File: src/design/ctb_pkg.sv
// ----------------------------------------------------------------------------
// ctb_pkg
// shared types and constants of the countdown timer bank
// ----------------------------------------------------------------------------
package ctb_pkg;

    localparam int MAX_SLOTS     = 8;
    localparam int NUM_SLOTS_DEF = 8;
    localparam int CNT_W         = 32;
    localparam int DIV_W         = 16;
    localparam int SLOT_IDX_W    = 8;
    localparam int CFG_IDX_W     = 1;
    localparam int CFG_DATA_W    = 32;

    localparam logic [CNT_W-1:0] TICK_INC_RESET = 32'd1;
    localparam logic [DIV_W-1:0] DIVIDER_RESET  = 16'd1000;

    // configuration register indexes
    localparam logic [CFG_IDX_W-1:0] CFG_TICK_INC      = 1'd0;
    localparam logic [CFG_IDX_W-1:0] CFG_TICKS_PER_SEC = 1'd1;

    typedef enum logic [1:0] {
        MODE_TICK  = 2'd0,
        MODE_START = 2'd1,
        MODE_STOP  = 2'd2
    } t_mode;

    typedef struct packed {
        logic [1:0]            mode;
        logic [SLOT_IDX_W-1:0] slot;
        logic [CNT_W-1:0]      start_count;
        logic [CNT_W-1:0]      reload_count;
        logic                  notify;
    } t_item;

    typedef struct packed {
        logic [CNT_W-1:0]     tick_ms;
        logic [MAX_SLOTS-1:0] expired_mask;
        logic                 second_pulse;
        logic [CNT_W-1:0]     seconds_count;
        logic                 slot_error;
    } t_result;

    // controller to datapath
    typedef struct packed {
        logic exec;
    } t_ctrl_cmd;

endpackage

File: src/design/ctb_item_if.sv
// ----------------------------------------------------------------------------
// ctb_item_if
// input channel: tick, start or stop items
// ----------------------------------------------------------------------------
interface ctb_item_if;
    logic        valid;
    logic        ready;
    logic [1:0]  mode;
    logic [7:0]  slot;
    logic [31:0] start_count;
    logic [31:0] reload_count;
    logic        notify;

    modport source (output valid, mode, slot, start_count, reload_count, notify,
                    input ready);
    modport sink   (input valid, mode, slot, start_count, reload_count, notify,
                    output ready);
endinterface

File: src/design/ctb_result_if.sv
// ----------------------------------------------------------------------------
// ctb_result_if
// output channel: one result per item
// ----------------------------------------------------------------------------
interface ctb_result_if;
    logic        valid;
    logic        ready;
    logic [31:0] tick_ms;
    logic [7:0]  expired_mask;
    logic        second_pulse;
    logic [31:0] seconds_count;
    logic        slot_error;

    modport source (output valid, tick_ms, expired_mask, second_pulse,
                    seconds_count, slot_error, input ready);
    modport sink   (input valid, tick_ms, expired_mask, second_pulse,
                    seconds_count, slot_error, output ready);
endinterface

File: src/design/ctb_ctrl.sv
// ----------------------------------------------------------------------------
// ctb_ctrl
// output register occupancy and input handshake control
// ----------------------------------------------------------------------------
module ctb_ctrl (
    input  logic              i_clk,
    input  logic              i_rst_n,
    input  logic              i_in_valid,
    output logic              o_in_ready,
    output logic              o_out_valid,
    input  logic              i_out_ready,
    output ctb_pkg::t_ctrl_cmd o_cmd
);

    typedef enum logic {
        S_EMPTY,
        S_FULL
    } t_state;

    t_state r_state;
    t_state n_state;

    // a new item may enter when the result register is free or drains now
    assign o_in_ready  = i_rst_n && ((r_state == S_EMPTY) || i_out_ready);
    assign o_cmd.exec  = i_in_valid && o_in_ready;
    assign o_out_valid = (r_state == S_FULL);

    always_comb begin
        n_state = r_state;
        unique case (r_state)
            S_EMPTY: begin
                if (o_cmd.exec) n_state = S_FULL;
            end
            S_FULL: begin
                if (o_cmd.exec)       n_state = S_FULL;
                else if (i_out_ready) n_state = S_EMPTY;
            end
            default: n_state = S_EMPTY;
        endcase
    end

    always_ff @(posedge i_clk) begin
        if (!i_rst_n) begin
            r_state <= S_EMPTY;
        end else begin
            r_state <= n_state;
        end
    end

endmodule

File: src/design/ctb_datapath.sv
// ----------------------------------------------------------------------------
// ctb_datapath
// slot lanes, ms counter, seconds divider and result register
// ----------------------------------------------------------------------------
module ctb_datapath #(
    parameter int NUM_SLOTS = ctb_pkg::NUM_SLOTS_DEF
) (
    input  logic                               i_clk,
    input  logic                               i_rst_n,
    input  ctb_pkg::t_ctrl_cmd                 i_cmd,
    input  ctb_pkg::t_item                     i_item,
    input  logic                               i_cfg_we,
    input  logic [ctb_pkg::CFG_IDX_W-1:0]      i_cfg_idx,
    input  logic [ctb_pkg::CFG_DATA_W-1:0]     i_cfg_data,
    output ctb_pkg::t_result                   o_result
);

    localparam int CW = ctb_pkg::CNT_W;
    localparam int DW = ctb_pkg::DIV_W;

    ctb_pkg::t_mode w_mode;

    logic [CW-1:0] r_tick_inc;
    logic [DW-1:0] r_tps;
    logic [CW-1:0] r_ms_counter, n_ms_counter;
    logic [DW-1:0] r_sec_div, n_sec_div;
    logic [CW-1:0] r_sec_count, n_sec_count;

    logic [NUM_SLOTS-1:0]         r_active, n_active;
    logic [NUM_SLOTS-1:0]         r_notify, n_notify;
    logic [NUM_SLOTS-1:0][CW-1:0] r_count, n_count;
    logic [NUM_SLOTS-1:0][CW-1:0] r_reload, n_reload;

    ctb_pkg::t_result r_result, n_result;

    logic                          w_slot_hit;
    logic [ctb_pkg::MAX_SLOTS-1:0] w_expired;
    logic                          w_pulse;
    logic                          w_err;

    assign w_mode     = ctb_pkg::t_mode'(i_item.mode);
    assign w_slot_hit = (i_item.slot < ctb_pkg::SLOT_IDX_W'(NUM_SLOTS));

    always_comb begin
        n_ms_counter = r_ms_counter;
        n_sec_div    = r_sec_div;
        n_sec_count  = r_sec_count;
        n_active     = r_active;
        n_notify     = r_notify;
        n_count      = r_count;
        n_reload     = r_reload;
        w_expired    = '0;
        w_pulse      = 1'b0;
        w_err        = 1'b0;

        unique case (w_mode)
            ctb_pkg::MODE_TICK: begin
                n_ms_counter = r_ms_counter + r_tick_inc;
                // every slot lane steps in parallel
                for (int i = 0; i < NUM_SLOTS; i++) begin
                    if (r_active[i] && (r_count[i] != '0)) begin
                        if (r_count[i] == CW'(1)) begin
                            w_expired[i] = r_notify[i];
                            if (r_reload[i] != '0) n_count[i] = r_reload[i];
                            else begin
                                n_count[i]  = '0;
                                n_active[i] = 1'b0;
                            end
                        end else begin
                            n_count[i] = r_count[i] - CW'(1);
                        end
                    end
                end
                // divider at zero wraps, giving a 65536 tick period
                if (r_sec_div == DW'(1)) begin
                    w_pulse     = 1'b1;
                    n_sec_count = r_sec_count + CW'(1);
                    n_sec_div   = r_tps;
                end else begin
                    n_sec_div = r_sec_div - DW'(1);
                end
            end
            ctb_pkg::MODE_START: begin
                if (!w_slot_hit) w_err = 1'b1;
                for (int i = 0; i < NUM_SLOTS; i++) begin
                    if (i_item.slot == ctb_pkg::SLOT_IDX_W'(i)) begin
                        n_count[i]  = i_item.start_count;
                        n_reload[i] = i_item.reload_count;
                        n_notify[i] = i_item.notify;
                        n_active[i] = 1'b1;
                    end
                end
            end
            ctb_pkg::MODE_STOP: begin
                for (int i = 0; i < NUM_SLOTS; i++) begin
                    if (i_item.slot == ctb_pkg::SLOT_IDX_W'(i)) n_active[i] = 1'b0;
                end
            end
            default: begin
            end
        endcase

        n_result.tick_ms       = n_ms_counter;
        n_result.expired_mask  = w_expired;
        n_result.second_pulse  = w_pulse;
        n_result.seconds_count = n_sec_count;
        n_result.slot_error    = w_err;
    end

    always_ff @(posedge i_clk) begin
        if (!i_rst_n) begin
            r_tick_inc   <= ctb_pkg::TICK_INC_RESET;
            r_tps        <= ctb_pkg::DIVIDER_RESET;
            r_ms_counter <= '0;
            r_sec_div    <= ctb_pkg::DIVIDER_RESET;
            r_sec_count  <= '0;
            r_active     <= '0;
        end else begin
            if (i_cfg_we) begin
                case (i_cfg_idx)
                    ctb_pkg::CFG_TICK_INC:      r_tick_inc <= i_cfg_data;
                    ctb_pkg::CFG_TICKS_PER_SEC: r_tps      <= i_cfg_data[DW-1:0];
                    default: begin
                    end
                endcase
            end
            if (i_cmd.exec) begin
                r_ms_counter <= n_ms_counter;
                r_sec_div    <= n_sec_div;
                r_sec_count  <= n_sec_count;
                r_active     <= n_active;
            end
        end
    end

    // slot payload is only read while its active bit is set
    always_ff @(posedge i_clk) begin
        if (i_cmd.exec) begin
            r_notify <= n_notify;
            r_count  <= n_count;
            r_reload <= n_reload;
            r_result <= n_result;
        end
    end

    assign o_result = r_result;

    a_ms_only_on_tick: assert property (@(posedge i_clk) disable iff (!i_rst_n)
        (i_cmd.exec && w_mode != ctb_pkg::MODE_TICK) |=> $stable(r_ms_counter))
        else $error("ms counter moved on a non-tick item");

    a_div_only_on_tick: assert property (@(posedge i_clk) disable iff (!i_rst_n)
        (i_cmd.exec && w_mode != ctb_pkg::MODE_TICK)
            |=> ($stable(r_sec_div) && $stable(r_sec_count)))
        else $error("seconds divider moved on a non-tick item");

    a_active_set_by_start: assert property (@(posedge i_clk) disable iff (!i_rst_n)
        !(i_cmd.exec && w_mode == ctb_pkg::MODE_START)
            |=> ((r_active & ~$past(r_active)) == '0))
        else $error("slot became active without a start");

    a_flags_only_on_tick: assert property (@(posedge i_clk) disable iff (!i_rst_n)
        (i_cmd.exec && w_mode != ctb_pkg::MODE_TICK)
            |=> (r_result.expired_mask == '0 && !r_result.second_pulse))
        else $error("expiry or pulse flagged on a non-tick item");

    a_error_only_on_start: assert property (@(posedge i_clk) disable iff (!i_rst_n)
        (i_cmd.exec && w_mode != ctb_pkg::MODE_START) |=> !r_result.slot_error)
        else $error("slot error flagged on a non-start item");

endmodule

File: src/design/countdown_timer_bank_core.sv
// ----------------------------------------------------------------------------
// countdown_timer_bank_core
// bank of countdown timer slots with ms counter and seconds divider
// ----------------------------------------------------------------------------
// a result is valid in the cycle after its item is accepted
// throughput: one item per cycle while results are taken; all slot lanes update in the accept cycle
// the result register frees while it is read, so input ready stays high
// whenever the output side takes the pending transaction
// reset (synchronous, active low): slots inactive, ms and seconds counters zero, divider and
// ticks_per_second 1000, tick_increment 1, no result pending
module countdown_timer_bank_core #(
    parameter int NUM_SLOTS = ctb_pkg::NUM_SLOTS_DEF
) (
    input  logic                           i_clk,
    input  logic                           i_rst_n,
    // configuration write port
    input  logic                           i_cfg_we,
    input  logic [ctb_pkg::CFG_IDX_W-1:0]  i_cfg_idx,
    input  logic [ctb_pkg::CFG_DATA_W-1:0] i_cfg_data,
    // item and result channels
    ctb_item_if.sink                       i_item,
    ctb_result_if.source                   o_result
);

    ctb_pkg::t_ctrl_cmd w_cmd;
    ctb_pkg::t_item     w_item;
    ctb_pkg::t_result   w_result;
    logic               w_in_ready;
    logic               w_out_valid;

    // pack the incoming transaction payload
    assign w_item.mode         = i_item.mode;
    assign w_item.slot         = i_item.slot;
    assign w_item.start_count  = i_item.start_count;
    assign w_item.reload_count = i_item.reload_count;
    assign w_item.notify       = i_item.notify;

    // handshake control: tracks whether the result register holds a result
    ctb_ctrl u_ctrl (
        .i_clk       (i_clk),
        .i_rst_n     (i_rst_n),
        .i_in_valid  (i_item.valid),
        .o_in_ready  (w_in_ready),
        .o_out_valid (w_out_valid),
        .i_out_ready (o_result.ready),
        .o_cmd       (w_cmd)
    );

    // slot lanes, counters and the result register
    ctb_datapath #(
        .NUM_SLOTS (NUM_SLOTS)
    ) u_datapath (
        .i_clk      (i_clk),
        .i_rst_n    (i_rst_n),
        .i_cmd      (w_cmd),
        .i_item     (w_item),
        .i_cfg_we   (i_cfg_we),
        .i_cfg_idx  (i_cfg_idx),
        .i_cfg_data (i_cfg_data),
        .o_result   (w_result)
    );

    assign i_item.ready = w_in_ready;

    // drive the outgoing transaction
    assign o_result.valid         = w_out_valid;
    assign o_result.tick_ms       = w_result.tick_ms;
    assign o_result.expired_mask  = w_result.expired_mask;
    assign o_result.second_pulse  = w_result.second_pulse;
    assign o_result.seconds_count = w_result.seconds_count;
    assign o_result.slot_error    = w_result.slot_error;

endmodule
File: src/flat_wrapper.sv
// flat-port wrapper written by rule: the top's interface ports become plain ports
module countdown_timer_bank_core_flat 
#(
    parameter int NUM_SLOTS = ctb_pkg::NUM_SLOTS_DEF
)
  (i_clk, i_rst_n, i_cfg_we, i_cfg_idx, i_cfg_data, i_item_valid, i_item_mode, i_item_slot, i_item_start_count, i_item_reload_count, i_item_notify, i_item_ready, o_result_valid, o_result_tick_ms, o_result_expired_mask, o_result_second_pulse, o_result_seconds_count, o_result_slot_error, o_result_ready);
  ctb_item_if i_item_i ();
  ctb_result_if o_result_i ();
  input  logic i_clk;
  input  logic i_rst_n;
  input  logic i_cfg_we;
  input  logic [ctb_pkg::CFG_IDX_W-1:0] i_cfg_idx;
  input  logic [ctb_pkg::CFG_DATA_W-1:0] i_cfg_data;
  input wire logic [$bits(i_item_i.valid)-1:0] i_item_valid;
  input wire logic [$bits(i_item_i.mode)-1:0] i_item_mode;
  input wire logic [$bits(i_item_i.slot)-1:0] i_item_slot;
  input wire logic [$bits(i_item_i.start_count)-1:0] i_item_start_count;
  input wire logic [$bits(i_item_i.reload_count)-1:0] i_item_reload_count;
  input wire logic [$bits(i_item_i.notify)-1:0] i_item_notify;
  output wire logic [$bits(i_item_i.ready)-1:0] i_item_ready;
  output wire logic [$bits(o_result_i.valid)-1:0] o_result_valid;
  output wire logic [$bits(o_result_i.tick_ms)-1:0] o_result_tick_ms;
  output wire logic [$bits(o_result_i.expired_mask)-1:0] o_result_expired_mask;
  output wire logic [$bits(o_result_i.second_pulse)-1:0] o_result_second_pulse;
  output wire logic [$bits(o_result_i.seconds_count)-1:0] o_result_seconds_count;
  output wire logic [$bits(o_result_i.slot_error)-1:0] o_result_slot_error;
  input wire logic [$bits(o_result_i.ready)-1:0] o_result_ready;
  assign i_item_i.valid = i_item_valid;
  assign i_item_i.mode = i_item_mode;
  assign i_item_i.slot = i_item_slot;
  assign i_item_i.start_count = i_item_start_count;
  assign i_item_i.reload_count = i_item_reload_count;
  assign i_item_i.notify = i_item_notify;
  assign i_item_ready = i_item_i.ready;
  assign o_result_valid = o_result_i.valid;
  assign o_result_tick_ms = o_result_i.tick_ms;
  assign o_result_expired_mask = o_result_i.expired_mask;
  assign o_result_second_pulse = o_result_i.second_pulse;
  assign o_result_seconds_count = o_result_i.seconds_count;
  assign o_result_slot_error = o_result_i.slot_error;
  assign o_result_i.ready = o_result_ready;
  countdown_timer_bank_core #(.NUM_SLOTS(NUM_SLOTS)) u_core (.i_clk(i_clk), .i_rst_n(i_rst_n), .i_cfg_we(i_cfg_we), .i_cfg_idx(i_cfg_idx), .i_cfg_data(i_cfg_data), .i_item(i_item_i), .o_result(o_result_i));
endmodule
File: config.mk
export PLATFORM = sky130hd
export DESIGN_NAME = countdown_timer_bank_core_flat
export DESIGN_NICKNAME = d
export VERILOG_FILES = /design/src/design/ctb_pkg.sv /design/src/design/ctb_item_if.sv /design/src/design/ctb_result_if.sv /design/src/design/ctb_ctrl.sv /design/src/design/ctb_datapath.sv /design/src/design/countdown_timer_bank_core.sv /design/src/flat_wrapper.sv
export SDC_FILE = /design/constraint.sdc
export NUM_CORES = 1
export LEC_CHECK = 0
export ABC_CLOCK_PERIOD_IN_PS = 8200
export BUFFER_PORTS_ARGS = -buffer_cell sky130_fd_sc_hd__buf_2
export CAP_MARGIN = 20
export CORE_ASPECT_RATIO = 1.75
export CORE_UTILIZATION = 45
export CTS_BUF_LIST = sky130_fd_sc_hd__clkbuf_8
export DETAILED_ROUTE_END_ITERATION = 16
export GPL_ROUTABILITY_DRIVEN = 0
export PLACE_DENSITY = 0.59
export SLEW_MARGIN = 5
export SYNTH_ARGS = -nofsm -noshare
export SYNTH_HDL_FRONTEND = slang
export SYNTH_SLANG_ARGS = --single-unit
File: constraint.sdc
create_clock -name i_clk -period 8.2 [get_ports i_clk]
set_input_delay 0.82 -clock i_clk [delete_from_list [all_inputs] [get_ports i_clk]]
set_output_delay 0.82 -clock i_clk [all_outputs]
set_load 0.01 [all_outputs]
# Word-level counts from Yosys, hierarchy flattened
# Index checks and enable logic that the tools add are counted.
[word_totals] regBits=731 out_inout_bits=76 word_cells=272
[op_classes] n_addsub=11 n_lt_le_gt_ge=1 eq_ne=58 muxes=84 n_bitwise=2 reduce_logical=66
[op_table] operator="$mux W32" count=35
[op_table] operator="$pmux W256 S2" count=1
[op_table] operator="$reduce_bool A32 Y1" count=16
[op_table] operator="$eq A32 B1 Y1 const B" count=8
[op_table] operator="$sub A32 B1 Y32 const B" count=8
[op_table] operator="$ne A2 B2 Y1 const B" count=40
[op_table] operator="$reduce_and A7 Y1" count=8
[op_table] operator="$reduce_and A3 Y1" count=16
[op_table] operator="$mux W1" count=45
[op_table] operator="$add A32 B1 Y32 const B" count=1
[op_table] operator="$add A32 B32 Y32" count=1
[op_table] operator="$eq A8 B3 Y1 const B" count=4
[op_table] operator="$reduce_and A4 Y1" count=8
[op_table] operator="$pmux W8 S3" count=1
[op_table] operator="$eq A16 B1 Y1 const B" count=1
[op_table] operator="$eq A8 B2 Y1 const B" count=2
[op_table] operator="$mux W16" count=1
[op_table] operator="$sub A16 B1 Y16 const B" count=1
[op_table] operator="$logic_and A1 B1 Y1" count=10
[op_table] operator="$eq A8 B1 Y1 const B" count=1
[op_table] operator="$logic_not A8 Y1" count=1
[op_table] operator="$lt A8 B4 Y1 const B" count=1
[op_table] operator="$reduce_and A2 Y1" count=3
[op_table] operator="$reduce_bool A3 Y1" count=1
[op_table] operator="other kinds (7)" count=8

# Logic depth before layout (Yosys ltp)
[logic_depth] depth_word=6 mapped_depth=12 mapped_depth_nobuf=10

# Hierarchy
# A second synthesis with hierarchy kept.
[unflattened] cells_unflattened=3402 hier_area_um2=35362.7
[by_module_without_submodules] mod="ctb_datapath" n_inst=1 cells_each=3396 area_per_inst_um2=35305.1 seq_area_each_um2=20559.7
[by_module_without_submodules] mod="ctb_ctrl" n_inst=1 cells_each=6 area_per_inst_um2=57.6 seq_area_each_um2=20.0

# Worst setup path before layout
# No wires, ideal clock.
[synth_path] path_kind="input -> register" start="in o_result_ready" end="reg u_core.u_datapath.r_notify[2], enable pin" setup_ns=0.464 arrival_time_ns=6.385 setup_slack_ns=1.350 stages=7 cell_sequence="nand2b_1 and2_1 nand2_1 inv_1 clkbuf_1 nand2_1 nor3_1"
[synth_between] elab_chain_len=4
[synth_lines] item="start, declared" line_no="flat_wrapper.sv:27" source="input wire logic [$bits(o_result_i.ready)-1:0] o_result_ready;"
[synth_lines] item="$logic_or A1 B1 Y1" line_no="ctb_ctrl.sv:24" source="assign o_in_ready = i_rst_n && ((r_state == S_EMPTY) || i_out_ready);"
[synth_lines] item="$logic_and A1 B1 Y1" line_no="ctb_ctrl.sv:24"
[synth_lines] item="$logic_and A1 B1 Y1" line_no="ctb_ctrl.sv:25" source="assign o_cmd.exec = i_in_valid && o_in_ready;"
[synth_lines] item="net u_core.u_ctrl.o_cmd" line_no="ctb_ctrl.sv:12" source="output ctb_pkg::t_ctrl_cmd o_cmd"
[synth_lines] item="$reduce_and A3 Y1 (no line)"
[synth_lines] item="end signal, assigned" line_no="ctb_datapath.sv:139" source="r_notify <= n_notify;"
[synth_lines] item="end, declared" line_no="ctb_datapath.sv:30" source="logic [NUM_SLOTS-1:0] r_notify, n_notify;"
# The timed path passes the listed nets, and every way through them passes these cells.
# A chain may end at the register's enable or synchronous reset.

# Final worst setup path
[layout_path] start="reg u_core.u_ctrl.r_state (netlist: u_core.u_ctrl.o_out_valid)" end="reg u_core.u_datapath.r_count[34] (netlist bit), enable pin"
[layout_between] elab_chain_len=5
[layout_lines] item="start, declared" line_no="ctb_ctrl.sv:20" source="t_state r_state;"
[layout_lines] item="start signal, assigned" line_no="ctb_ctrl.sv:46" source="r_state <= n_state;"
[layout_lines] item="$not A1 Y1"
[layout_lines] item="$logic_or A1 B1 Y1" line_no="ctb_ctrl.sv:24"
[layout_lines] item="$logic_and A1 B1 Y1" line_no="ctb_ctrl.sv:24"
[layout_lines] item="$logic_and A1 B1 Y1" line_no="ctb_ctrl.sv:25"
[layout_lines] item="$reduce_and A4 Y1 (no line)"
[layout_lines] item="end signal, assigned" line_no="ctb_datapath.sv:140" source="r_count <= n_count;"
[layout_lines] item="end, declared" line_no="ctb_datapath.sv:31" source="logic [NUM_SLOTS-1:0][CW-1:0] r_count, n_count;"
# No other way between the ends.

==> run metrics <==
Syn Std Cell Area=around 0.036 mm^2; Design Area, Final=0.04002 mm^2; utilization after layout=51.02%; Starting DRT DRC Count=2178; delay-heaviest family, CP=buffers and inverters; ANT nets after route=0; largest net degree at the start of global routing=79; area fraction of the dominant cell type after synthesis=approximately 50%; sequential element share of the synthesized area=57.74%; Buffers on Ports=about 190; H-tree levels=3; post_cts resized=0; most common cell in the netlist=edfxtp_1; 1st-pass router iterations=5; ys async rst share=0%; GRT Residual Overflow=0; fin crit period=4.030 ns; slowest cell on the critical path=a21oi_4; Setup Fix Bufs, Post-CTS=0; Internal Dissipation=5756 uW; endpoints failing setup=0; clk_lat worst skew=0.78 ns; area of the multi-input gates=0.01450 mm^2; sequential fraction of design power=53.9%; synthesis-to-finish area growth=12.30%; Switching Power=~1800 uW; largest family of logic cells by synthesized area=simple AND/OR/NAND/NOR gates; Yosys warnings=0; core area=between 0.07 and 0.08 mm^2; VDD IR max=196.7 uV; Worst-path clk slew=0.07 ns; final hold viol count=0; Clk pwr share=between 40% and 50%; Mapped Cells=3445; fraction of synthesized area in multiplexers=less than 1%; RSZ-0062 raised after global routing=false; Post-Synth Adder-Cell Area=1.847%; average cell area after synthesis=slightly above 10 um^2; initial core utilization=45.43%; Sw Ratio=between 20% and 30%; Max-slew headroom=23.26%; Critical Path Fanout Max=47; Area contributors post-synth=edfxtp_1 50%, dfxtp_1 7.7%, nand2_1 4.5%; Via density=5.968; crit-path cells=nand2b_1 > and2_1 > buf_4 > nand2_1 > inv_4 > buf_4 > o21ai_1 > a21oi_4; CTS root buf=clkbuf_8; die area=0.08037 mm^2; Synth Flop Type=edfxtp_1; largest stage delay on the critical path=0.87 ns; Synth area leader=edfxtp_1; CP required=8.58 ns; row cnt=136; register area=0.02058 mm^2; layout cells sized above 1=11.26%; CP most frequent cell=buf_4; Buf/Inv on CP=3; CTS tree=built; syn nets=between 3000 and 4000; Post-synth EDFFs=594; Clock Skew=~0.036 ns; Final Routed Wirelength=119900 um; Ports=around 190; CP Class=reg -> reg; xor/xnor share of the synthesized area=6.316%; period utilisation layout=49.15%; Placed Area=~0.038 mm^2; Total GRT Usage=about 30%; drc violations=0; Power Dens Cells=189.7 mW/mm^2; die height=between 300 and 400 um; endpoint class of the critical path=register; Critical Path AT=4.41 ns; fillers=7223; chip width=214.7 um; antenna violations before repair=23; Synth cell types=79; vias in the first global route=between 20000 and 30000; first-pass GRT wire length=174400 um; Seq cells post-synth=731; hold buffer count at CTS=0; worst hold path class=in -> reg; max-cap viol count=0; CTS Buf Count=106; Logic pwr share=5.5%; hpwl dp=80650 um; Sum Neg Setup Slack=0 ns; Max Fclk=between 200 and 250 MHz; DR WL/cell=between 20 and 30 um; top cells by count, synth=594 x edfxtp_1, 427 x nand2_1, 301 x nor2_1; startpoint types=register; worst slew pin tran=1.150 ns; Lkg Pwr=0.01352 uW; Slew Viols, Final=0; CTS sink cnt=~730; Post-layout nets=around 3800; Compound-Gate Fraction of Synth Area=13.33%; clock tree buffer depth=3; vias=28420; status=complete, no violations; Synth Area in Simple Gates=17.94%
worst register-to-register path, delay by kind of cell, from the launching register on:
family                 cells  cell delay (ns)
buffers and inverters      3             1.56
AO/OA/AOI/OAI              2             1.14
AND/OR/NAND/NOR            3             0.62
flip-flops                 1             0.31
worst paths after layout:
check | start | to | slack (ns) | cells past startpoint
setup reg to reg | u_core.u_ctrl.o_out_valid | u_core.u_datapath.r_count[34] | 4.17 | 8
hold / removal | i_cfg_data[9] | u_core.u_datapath.r_tps[9] | 0.30 | 3
hold reg to reg | u_core.u_datapath.r_tps[15] | u_core.u_datapath.r_tps[15] | 0.45 | 2
setup / recovery | u_core.u_ctrl.o_out_valid | u_core.u_datapath.r_count[34] | 4.17 | 8
metrics by stage:
stage	std cells	power, uW	hold WS, ns	worst slack, ns
2_1_floorplan	3445	4356	0.4332	1.350
3_5_place_dp	4543	4583	0.4447	3.504
4_1_cts	4743	7645	0.2103	4.079
3_3_place_gp	4542	4579	0.4420	3.497
6_report	4762	7592	0.2968	4.170
5_1_grt	4753	7816	0.2636	3.883
power groups by stage:
stage          Clock, uW  Combinational (uW)  Sequential [uW]
6_report            3080                 418             4090
5_1_grt             3280                 442             4100
4_1_cts             3140                 413             4090
3_5_place_dp           0                 411             4170
3_3_place_gp           0                 407             4170
2_1_floorplan          0                 183             4170
metal layers:
layer | up-vias | global-route usage [%] | share of wire (%)
met5 | - | 0 | 0.11
met1 | 13720 | 32.88 | 36
met3 | 318 | 5.431 | 7.1
met2 | 1219 | 51.44 | 50
li1 | 13140 | - | -
met4 | 22 | 18.17 | 6.3
state kept, by name, indices dropped and copies added, names as in the netlist:
signal                          count
u_core.u_datapath.r_sec_div        16
u_core.u_datapath.r_reload        256
u_core.u_datapath.r_count         256
u_core.u_datapath.r_sec_count      32
u_core.u_datapath.r_tick_inc       32
u_core.u_datapath.o_result         74
u_core.u_datapath.r_ms_counter     32
u_core.u_ctrl.o_out_valid           1
u_core.u_datapath.r_notify          8
u_core.u_datapath.r_active          8
u_core.u_datapath.r_tps            16
final cells by class:
type	instances	share of cell area [%]
Tap cell	1035	3.236
Clock buffer	109	3.748
Antenna cell	16	0.1000
Clock inverter	91	1.710
Multi-Input combinational cell	2517	36.24
Sequential cell	731	51.42
Timing Repair Buffer	224	3.170
Inverter	39	0.3783
cells by family after synthesis:
group | Yosys count
adders and majority gates | 52
buffers and inverters | 197
AOI/OAI and AO/OA | 859
muxes | 26
DFF | 731
and+or+nand+nor | 1323
xor gates and xnor gates | 257
placed cells by master, fill, tap and decap left out, types with 16 or more instances in the layout:
cell	count
and3_1	16
diode_2	16
edfxtp_1	594
buf_2	188
nor2_1	286
xnor2_1	156
o21ai_1	122
a21o_1	19
and2_1	18
or3_1	61
nor3_1	105
clkinv_1	19
a21oi_1	289
nand4_1	44
clkbuf_8	109
buf_4	32
o21ai_0	279
mux2i_1	23
dfxtp_1	137
inv_1	75
xor2_1	101
nand2_1	427
nand3_1	93
or4_1	34
ha_1	51
o31ai_1	29
nor4_1	123
Power figures use the tool's default switching activity.
